[config.mk]
export PLATFORM = sky130hd
export DESIGN_NAME = rc4_stream_decrypt
export DESIGN_NICKNAME = d
export VERILOG_FILES = /design/src/rtl/core/rc4_pkg.sv /design/src/rtl/core/rc4_core.sv /design/src/rtl/core/rc4_stream_decrypt.sv
export SDC_FILE = /design/constraint.sdc
export NUM_CORES = 2
export LEC_CHECK = 0
export BUFFER_PORTS_ARGS = -buffer_cell sky130_fd_sc_hd__buf_2
export CAP_MARGIN = 20
export CELL_PAD_IN_SITES_DETAIL_PLACEMENT = 0
export CELL_PAD_IN_SITES_GLOBAL_PLACEMENT = 1
export CORE_ASPECT_RATIO = 0.9
export CORE_MARGIN = 1
export CORE_UTILIZATION = 40
export DETAILED_ROUTE_END_ITERATION = 16
export GPL_TIMING_DRIVEN = 0
export PLACE_DENSITY = 0.64
export SYNTH_ARGS = -nofsm -noshare
export SYNTH_HDL_FRONTEND = slang
export SYNTH_SLANG_ARGS = --single-unit
export TNS_END_PERCENT = 1
[constraint.sdc]
create_clock -name clk_i -period 6.11 [get_ports clk_i]
set_clock_uncertainty 0.15 [all_clocks]
set_input_delay 1.222 -clock clk_i [delete_from_list [all_inputs] [get_ports clk_i]]
set_output_delay 1.222 -clock clk_i [all_outputs]
set_load 0.02 [all_outputs]
[src/rtl/core/rc4_pkg.sv]
// Shared types and constants for the RC4 stream decrypt block.
package rc4_pkg;

  localparam int unsigned TableSize = 256;
  localparam int unsigned KeySlots  = 16;
  localparam int unsigned IdxW      = $clog2(TableSize);
  localparam int unsigned KeyIdxW   = $clog2(KeySlots);
  localparam int unsigned KeyW      = 8 * KeySlots;
  localparam int unsigned RegW      = 64;
  localparam int unsigned AddrW     = 4;

  localparam logic RegKeyLow  = 1'b0;
  localparam logic RegKeyHigh = 1'b1;

  typedef struct packed {
    logic [7:0] data_byte;
    logic       last_byte;
  } in_word_t;

  typedef struct packed {
    logic [7:0] data_out;
    logic       end_of_message;
  } out_word_t;

endpackage

[src/rtl/core/rc4_core.sv]
// RC4 key schedule and keystream sequencer around a single state table memory.
module rc4_core #(
  parameter int unsigned KEY_BYTES = 16
) (
  input  logic                    clk_i,
  input  logic                    rst_ni,
  input  logic [rc4_pkg::KeyW-1:0] key_i,
  input  logic                    in_valid_i,
  output logic                    in_ready_o,
  input  rc4_pkg::in_word_t       in_data_i,
  output logic                    out_valid_o,
  input  logic                    out_ready_i,
  output rc4_pkg::out_word_t      out_data_o
);

  localparam int unsigned IdxW    = rc4_pkg::IdxW;
  localparam int unsigned KeyIdxW = rc4_pkg::KeyIdxW;

  typedef enum logic [3:0] {
    IDLE, INIT, KS_RD_I, KS_RD_J, KS_WR_I, KS_WR_J, RD_I, RD_J, SWAP, EMIT
  } state_e;

  state_e              state_q;
  logic [IdxW-1:0]     cnt_q;
  logic [KeyIdxW-1:0]  kidx_q;
  logic [IdxW-1:0]     ii_q, jj_q, si_q, sj_q, t_q;
  logic [7:0]          data_q;
  logic                last_q;
  logic                pend_q;
  logic                out_valid_q;
  rc4_pkg::out_word_t  out_q;

  logic [7:0]          mem [rc4_pkg::TableSize];
  logic [7:0]          rdata_q;
  logic                mem_we;
  logic [IdxW-1:0]     mem_waddr, mem_raddr;
  logic [7:0]          mem_wdata;

  logic [7:0]          key_byte;
  logic [IdxW-1:0]     ks_j_d;
  logic [IdxW-1:0]     ii_d;
  logic [IdxW-1:0]     jj_d;
  logic [IdxW-1:0]     t_d;
  logic [7:0]          ks;
  logic                out_free;

  assign key_byte = key_i[{kidx_q, 3'b000} +: 8];
  assign ks_j_d   = jj_q + rdata_q + key_byte;
  assign ii_d     = ii_q + IdxW'(1);
  assign jj_d     = jj_q + rdata_q;
  assign t_d      = si_q + rdata_q;
  assign ks       = (t_q == jj_q) ? si_q : ((t_q == ii_q) ? sj_q : rdata_q);
  assign out_free = !out_valid_q || out_ready_i;

  always_comb begin
    mem_we    = 1'b0;
    mem_waddr = cnt_q;
    mem_wdata = cnt_q;
    mem_raddr = '0;
    case (state_q)
      INIT: begin
        mem_we = 1'b1;
      end
      KS_RD_I: begin
        mem_raddr = cnt_q;
      end
      KS_RD_J: begin
        mem_raddr = ks_j_d;
      end
      KS_WR_I: begin
        mem_we    = 1'b1;
        mem_wdata = rdata_q;
      end
      KS_WR_J: begin
        mem_we    = 1'b1;
        mem_waddr = jj_q;
        mem_wdata = si_q;
      end
      RD_I: begin
        mem_raddr = ii_d;
      end
      RD_J: begin
        mem_raddr = jj_d;
      end
      SWAP: begin
        mem_we    = 1'b1;
        mem_waddr = ii_q;
        mem_wdata = rdata_q;
        mem_raddr = t_d;
      end
      EMIT: begin
        mem_we    = 1'b1;
        mem_waddr = jj_q;
        mem_wdata = si_q;
        mem_raddr = t_q;
      end
      default: begin
        mem_we = 1'b0;
      end
    endcase
  end

  always_ff @(posedge clk_i) begin
    if (mem_we) begin
      mem[mem_waddr] <= mem_wdata;
    end
    rdata_q <= mem[mem_raddr];
  end

  always_ff @(posedge clk_i or negedge rst_ni) begin
    if (!rst_ni) begin
      state_q     <= IDLE;
      cnt_q       <= '0;
      kidx_q      <= '0;
      ii_q        <= '0;
      jj_q        <= '0;
      si_q        <= '0;
      sj_q        <= '0;
      t_q         <= '0;
      data_q      <= '0;
      last_q      <= 1'b0;
      pend_q      <= 1'b1;
      out_valid_q <= 1'b0;
      out_q       <= '0;
    end else begin
      if (out_valid_q && out_ready_i) begin
        out_valid_q <= 1'b0;
      end
      case (state_q)
        IDLE: begin
          if (in_valid_i) begin
            data_q  <= in_data_i.data_byte;
            last_q  <= in_data_i.last_byte;
            cnt_q   <= '0;
            state_q <= pend_q ? INIT : RD_I;
          end
        end
        INIT: begin
          cnt_q <= cnt_q + IdxW'(1);
          if (cnt_q == IdxW'(rc4_pkg::TableSize - 1)) begin
            jj_q    <= '0;
            kidx_q  <= '0;
            state_q <= KS_RD_I;
          end
        end
        KS_RD_I: begin
          state_q <= KS_RD_J;
        end
        KS_RD_J: begin
          si_q    <= rdata_q;
          jj_q    <= ks_j_d;
          state_q <= KS_WR_I;
        end
        KS_WR_I: begin
          state_q <= KS_WR_J;
        end
        KS_WR_J: begin
          cnt_q  <= cnt_q + IdxW'(1);
          kidx_q <= (kidx_q == KeyIdxW'(KEY_BYTES - 1)) ? '0 : kidx_q + KeyIdxW'(1);
          if (cnt_q == IdxW'(rc4_pkg::TableSize - 1)) begin
            ii_q    <= '0;
            jj_q    <= '0;
            pend_q  <= 1'b0;
            state_q <= RD_I;
          end else begin
            state_q <= KS_RD_I;
          end
        end
        RD_I: begin
          ii_q    <= ii_d;
          state_q <= RD_J;
        end
        RD_J: begin
          si_q    <= rdata_q;
          jj_q    <= jj_d;
          state_q <= SWAP;
        end
        SWAP: begin
          sj_q    <= rdata_q;
          t_q     <= t_d;
          state_q <= EMIT;
        end
        EMIT: begin
          if (out_free) begin
            out_q.data_out       <= data_q ^ ks;
            out_q.end_of_message <= last_q;
            out_valid_q          <= 1'b1;
            if (last_q) begin
              pend_q <= 1'b1;
            end
            state_q <= IDLE;
          end
        end
        default: begin
          state_q <= IDLE;
        end
      endcase
    end
  end

  assign in_ready_o  = (state_q == IDLE);
  assign out_valid_o = out_valid_q;
  assign out_data_o  = out_q;

  a_sched_start: assert property (@(posedge clk_i) disable iff (!rst_ni)
    in_valid_i && in_ready_o && pend_q |=> state_q == INIT)
    else $error("schedule not started on message start");

  a_sched_done: assert property (@(posedge clk_i) disable iff (!rst_ni)
    state_q == KS_WR_J && cnt_q == IdxW'(rc4_pkg::TableSize - 1)
    |=> state_q == RD_I && ii_q == '0 && jj_q == '0 && !pend_q)
    else $error("indices not cleared after schedule");

  a_emit: assert property (@(posedge clk_i) disable iff (!rst_ni)
    state_q == EMIT && out_free |=> out_valid_q && state_q == IDLE)
    else $error("result not loaded when output register free");

  a_advance_i: assert property (@(posedge clk_i) disable iff (!rst_ni)
    state_q == RD_I |=> ii_q == $past(ii_q) + IdxW'(1))
    else $error("first index did not advance");

endmodule

[src/rtl/core/rc4_stream_decrypt.sv]
// Top level of the RC4 stream decrypt block: key registers and cipher core.
//
// Usage: write the 16-byte key over the APB port (key_low at 0x0, key_high
// at 0x8, 64-bit data), then stream bytes on the in channel; each word
// gives exactly one word on the out channel, data XORed with keystream
// and the last flag copied through. Decode uses paddr bit 3 only.
// A word whose predecessor carried last_byte, and the first word after
// reset, first runs the key schedule: an init step loads the identity
// table, then read S[i], read S[j], write S[i] and write S[j], repeated
// for each table entry, mix in the key, all on the one state table
// memory with its single read and write port. Each byte then passes
// read S[i], read S[j], swap with keystream read and emit before its
// result is loaded; a word is taken only in the idle step.
// One word is in work at a time; the next is taken once the result has
// moved to the output register, which holds it while the receiver stalls.
// If that register is still full, the core waits in its emit step.
// Reset clears the key, both indices and the output register, and marks
// a schedule as pending; the table contents are rebuilt by that schedule.
module rc4_stream_decrypt #(
  parameter int unsigned KEY_BYTES = 16
) (
  input  logic                              clk_i,
  input  logic                              rst_ni,
  input  logic                              psel,
  input  logic                              penable,
  input  logic                              pwrite,
  input  logic [rc4_pkg::AddrW-1:0]         paddr,
  input  logic [rc4_pkg::RegW-1:0]          pwdata,
  output logic [rc4_pkg::RegW-1:0]          prdata,
  output logic                              pready,
  input  logic                              in_valid_i,
  output logic                              in_ready_o,
  input  rc4_pkg::in_word_t                 in_data_i,
  output logic                              out_valid_o,
  input  logic                              out_ready_i,
  output rc4_pkg::out_word_t                out_data_o
);

  logic [rc4_pkg::RegW-1:0] key_low_q;
  logic [rc4_pkg::RegW-1:0] key_high_q;
  logic                     reg_sel;

  assign reg_sel = paddr[3];
  assign pready  = 1'b1;

  always_ff @(posedge clk_i or negedge rst_ni) begin
    if (!rst_ni) begin
      key_low_q  <= '0;
      key_high_q <= '0;
    end else if (psel && penable && pwrite) begin
      if (reg_sel == rc4_pkg::RegKeyHigh) begin
        key_high_q <= pwdata;
      end else begin
        key_low_q <= pwdata;
      end
    end
  end

  assign prdata = (reg_sel == rc4_pkg::RegKeyLow) ? key_low_q : key_high_q;

  rc4_core #(
    .KEY_BYTES (KEY_BYTES)
  ) u_core (
    .clk_i       (clk_i),
    .rst_ni      (rst_ni),
    .key_i       ({key_high_q, key_low_q}),
    .in_valid_i  (in_valid_i),
    .in_ready_o  (in_ready_o),
    .in_data_i   (in_data_i),
    .out_valid_o (out_valid_o),
    .out_ready_i (out_ready_i),
    .out_data_o  (out_data_o)
  );

endmodule
==> impl_metrics.yaml <==
setup_path:
  path_max_fanout: 10
  worstSetupStartpointType: "register"
  rr_worst_depth: 13
  critPathRequiredTime_ns: 6.50
  endpoint: "u_core.mem[130][0]"
  worstReg2RegEnd: "u_core.mem[130][0]"
  rrSetupSlack_ns: -0.34
  end_kind: "register"
  critPathLaunch: "u_core.state_q[1]"
  worstPathArrival_ns: 6.84
  critical_path_class: "register to register"
  r2r_start: "u_core.state_q[1]"
power_and_ir_drop:
  power_frac_seq: 0.271
  power_frac_comb: 0.523
  p_clk_frac: 0.206
  p_sw_mw: 34.92
  ir_drop_mv: 0.3612
  swShare: 0.4811
  pwr_density_cell_nw_per_um2: 656.8
  p_int_mw: 37.66
  power_leakage_nw: 39.10
grt:
  grt_pass1_wl_um: 539400
  grt_max_degree: 137
  antenna_found_initial: 38
  grt_pass1_vias: 62870
  gr-total-overflow: 0
  grtUsageTotal: 0.3366
logic_synthesis:
  synth_edf_count: 2048
  synth_flop_cell: "edfxtp_1"
  synth_seq_cells: 2260
  seq_area_frac_synth: 0.7094
  ys_warn_count: 0
  ys_types: 83
  syn-instance-count: 7316
  async_reset_ff_frac: 0.09027
  netlist_area_um2: 94120
  syn_nets: 7427
  synth.avg_cell_area_um2: 12.87
layout:
  stdcell_area_um2: 110500
  syn_to_final_growth_pct: 17.41
  final_cell_count_no_fill: 11080
  drive_gt1_frac: 0.1854
  fin_nets: 7912
  utilization: 0.4736
place:
  port_buffers: 155
  place.gp.congestion: 1.067
  hpwl_um: 288400
  pre_cts_ws_ns: -3.474
  postPlaceCellArea_um2: 99800
  dpl.cell_count: 10600
clock_network:
  path_clk_slew_ns: 0.06
  cts_root_buf: "clkbuf_16"
  cts_sinks: 2260
  cts_buffers: 239
  h-tree-depth: 4
  cts_tree: "yes"
  clockBufferDepth: 4
  postCtsHoldBufs: 0
  insertion_delay_ns: 0.94
timing:
  fmax_mhz: 155.1
  holdWs_ns: 0.2136
  fin_crit_sh: 1.055
  tightest_slew_ns: 1.388
  finalHoldViolations: 0
  finalCriticalPeriod_ns: 6.446
  finalMaxSlewViolations: 0
  rsz0062_at_grt: "yes"
  maxSlewHeadroom: 0.07487
  setup_ws_ns: -0.3358
  setup_violations: 627
detailed_routing:
  via_per_inst: 6.153
  firstDrtPassIters: 6
  wirelength_um: 406400
  drc: 0
  num_vias: 68150
  routedWlPerCell_um: 36.69
  ant_nets: 0
  drt-initial-drc-count: 10900
worst_hold_path:
  hp-class: "primary input to async pin"
status:
  status: "finished with violations"
  failed_checks: "setup timing"
floorplan:
  initial_core_util: 0.4034
  dieHeight_um: 462.2
  fp-row-count: 168
  dieArea_um2: 237300
  fp.dieW_um: 513.3
  core_um2: 233300
  io_pins: 160
flow_run:
  drv_cap: 0
[logic make-up (layout without fill, tap and decap cells)]
group                      Yosys count  in the layout  share of synthesized area
xor gates and xnor gates            50             50                   0.004653
buffers and inverters              528           1205                    0.02680
and+or+nand+nor                   3130           3130                     0.1432
DFF                               2260           2260                     0.7094
adders and majority gates           27             27                   0.003829
muxes                              366            366                    0.04667
other                                1             23                 0.00003984
AOI/OAI and AO/OA                  954            954                    0.06550
[power groups by stage]
stage                     Sequential, mW  Combinational (mW)  Clock (mW)
after global placement              20.3                31.4           0
after CTS                           19.6                35.6        15.0
after floorplan                     20.2                15.2           0
after detailed placement            20.0                32.8           0
final                               19.7                37.9        15.0
after global routing                19.7                37.9        15.6
[synthesized netlist by cell type (all sizes together), types with 63 or more instances]
master / n / area (um^2)
nand3: 695 / 3483
nand2: 1822 / 6839
dfrtp: 203 / 5080
clkbuf: 166 / 623.1
a31oi: 86 / 553.0
and3: 82 / 513.0
mux2i: 135 / 1364
buf: 340 / 1817
nand4: 63 / 394.1
nor2: 319 / 1200
edfxtp: 2048 / 61500
o21ai: 93 / 465.4
a21oi: 354 / 1775
mux2: 193 / 2173
a22oi: 109 / 823.3
[registers in the layout (all words and copies together) (netlist names), 9 cells and up]
signal,count
u_core.out_data_o,9
key_high_q,64
key_low_q,64
u_core.mem,2048
[worst min path at each step]
stage | end | slack (ns) | start
2_1_floorplan | u_core.sj_q[0] | 0.30 | u_core.sj_q[0]
3_3_place_gp | u_core.out_data_o[2] | 0.31 | u_core.out_data_o[2]
3_5_place_dp | u_core.out_data_o[8] | 0.31 | u_core.out_data_o[8]
4_1_cts | key_high_q[21] | 0.23 | rst_ni
5_1_grt | key_high_q[29] | 0.29 | rst_ni
6_report | key_high_q[21] | 0.21 | rst_ni
[repair_timing]
| item | 4_1_cts | 5_1_grt |
|---|---|---|
| setup buffers | 2 | 12 |
| pin swaps | 33 | 23 |
| cloned | 0 | 0 |
| endpoints found under the setup margin | 46 | 447 |
| resized for setup | 599 | 156 |
[per-stage QoR]
stage / power, mW / setup TNS (ns)
floorplan: 35.34 / 0
global placement: 51.72 / -9720.91
detailed placement: 52.80 / -26.07
CTS: 70.27 / -0.6589
global route: 73.16 / -3.940
finish: 72.59 / -69.70
[critical path, cell delays in order, from the launching register on]
cell      delay [ns]
dfrtp_1         0.52
buf_2           0.26
buf_4           0.19
nor2b_1         0.08
nor2b_1         0.13
buf_2           0.19
nand2_1         0.26
nand2_1         0.27
a222oi_1        1.13
nor2b_1         0.26
buf_2           0.23
nand3_1         0.50
clkbuf_2        0.80
nor2_1          1.05
[placed cells by master (no fill, tap or decap), types with 19 or more instances in the layout]
master and n:
a211oi_1 24, a21o_1 22, a21oi_1 329, a21oi_2 19
a221o_1 24, a22o_1 22, a22oi_1 106, a31oi_1 75
and3_1 80, buf_2 269, buf_4 148, buf_6 85
buf_8 29, bufinv_16 33, clkbuf_1 124, clkbuf_16 239
clkbuf_2 45, clkbuf_4 43, clkinv_1 45, clkinv_2 51
dfrtp_1 203, diode_2 22, edfxtp_1 2048, ha_1 24
mux2_2 193, mux2i_1 132, mux4_2 38, nand2_1 1814
nand3_1 684, nand4_1 63, nor2_1 256, nor2_2 59
nor2b_1 20, nor3_1 21, o21ai_0 72, o22ai_1 39
xnor2_1 23, xor2_1 26
[layer usage]
metal / wire [um] / vias to the layer above / global-route usage
met3: 51710 / 862 / 0.1086
met4: 21840 / 26 / 0.1619
met1: 162600 / 34790 / 0.4600
li1: - / 28020 / -
met2: 169900 / 4448 / 0.4824
met5: 342 / - / 0.005036
[area by class of cell]
class	count	area, um^2
diodes	22	55.05
plain buffers	504	3587
clock buffers	287	6221
clock inverters	146	1622
fillers	20820	122800
inverters	22	142.6
multi-input cells	4528	26290
flip-flops and latches	2260	66770
well taps	3060	3829
repair buffers	246	2002
Power figures use the tool's default switching activity.
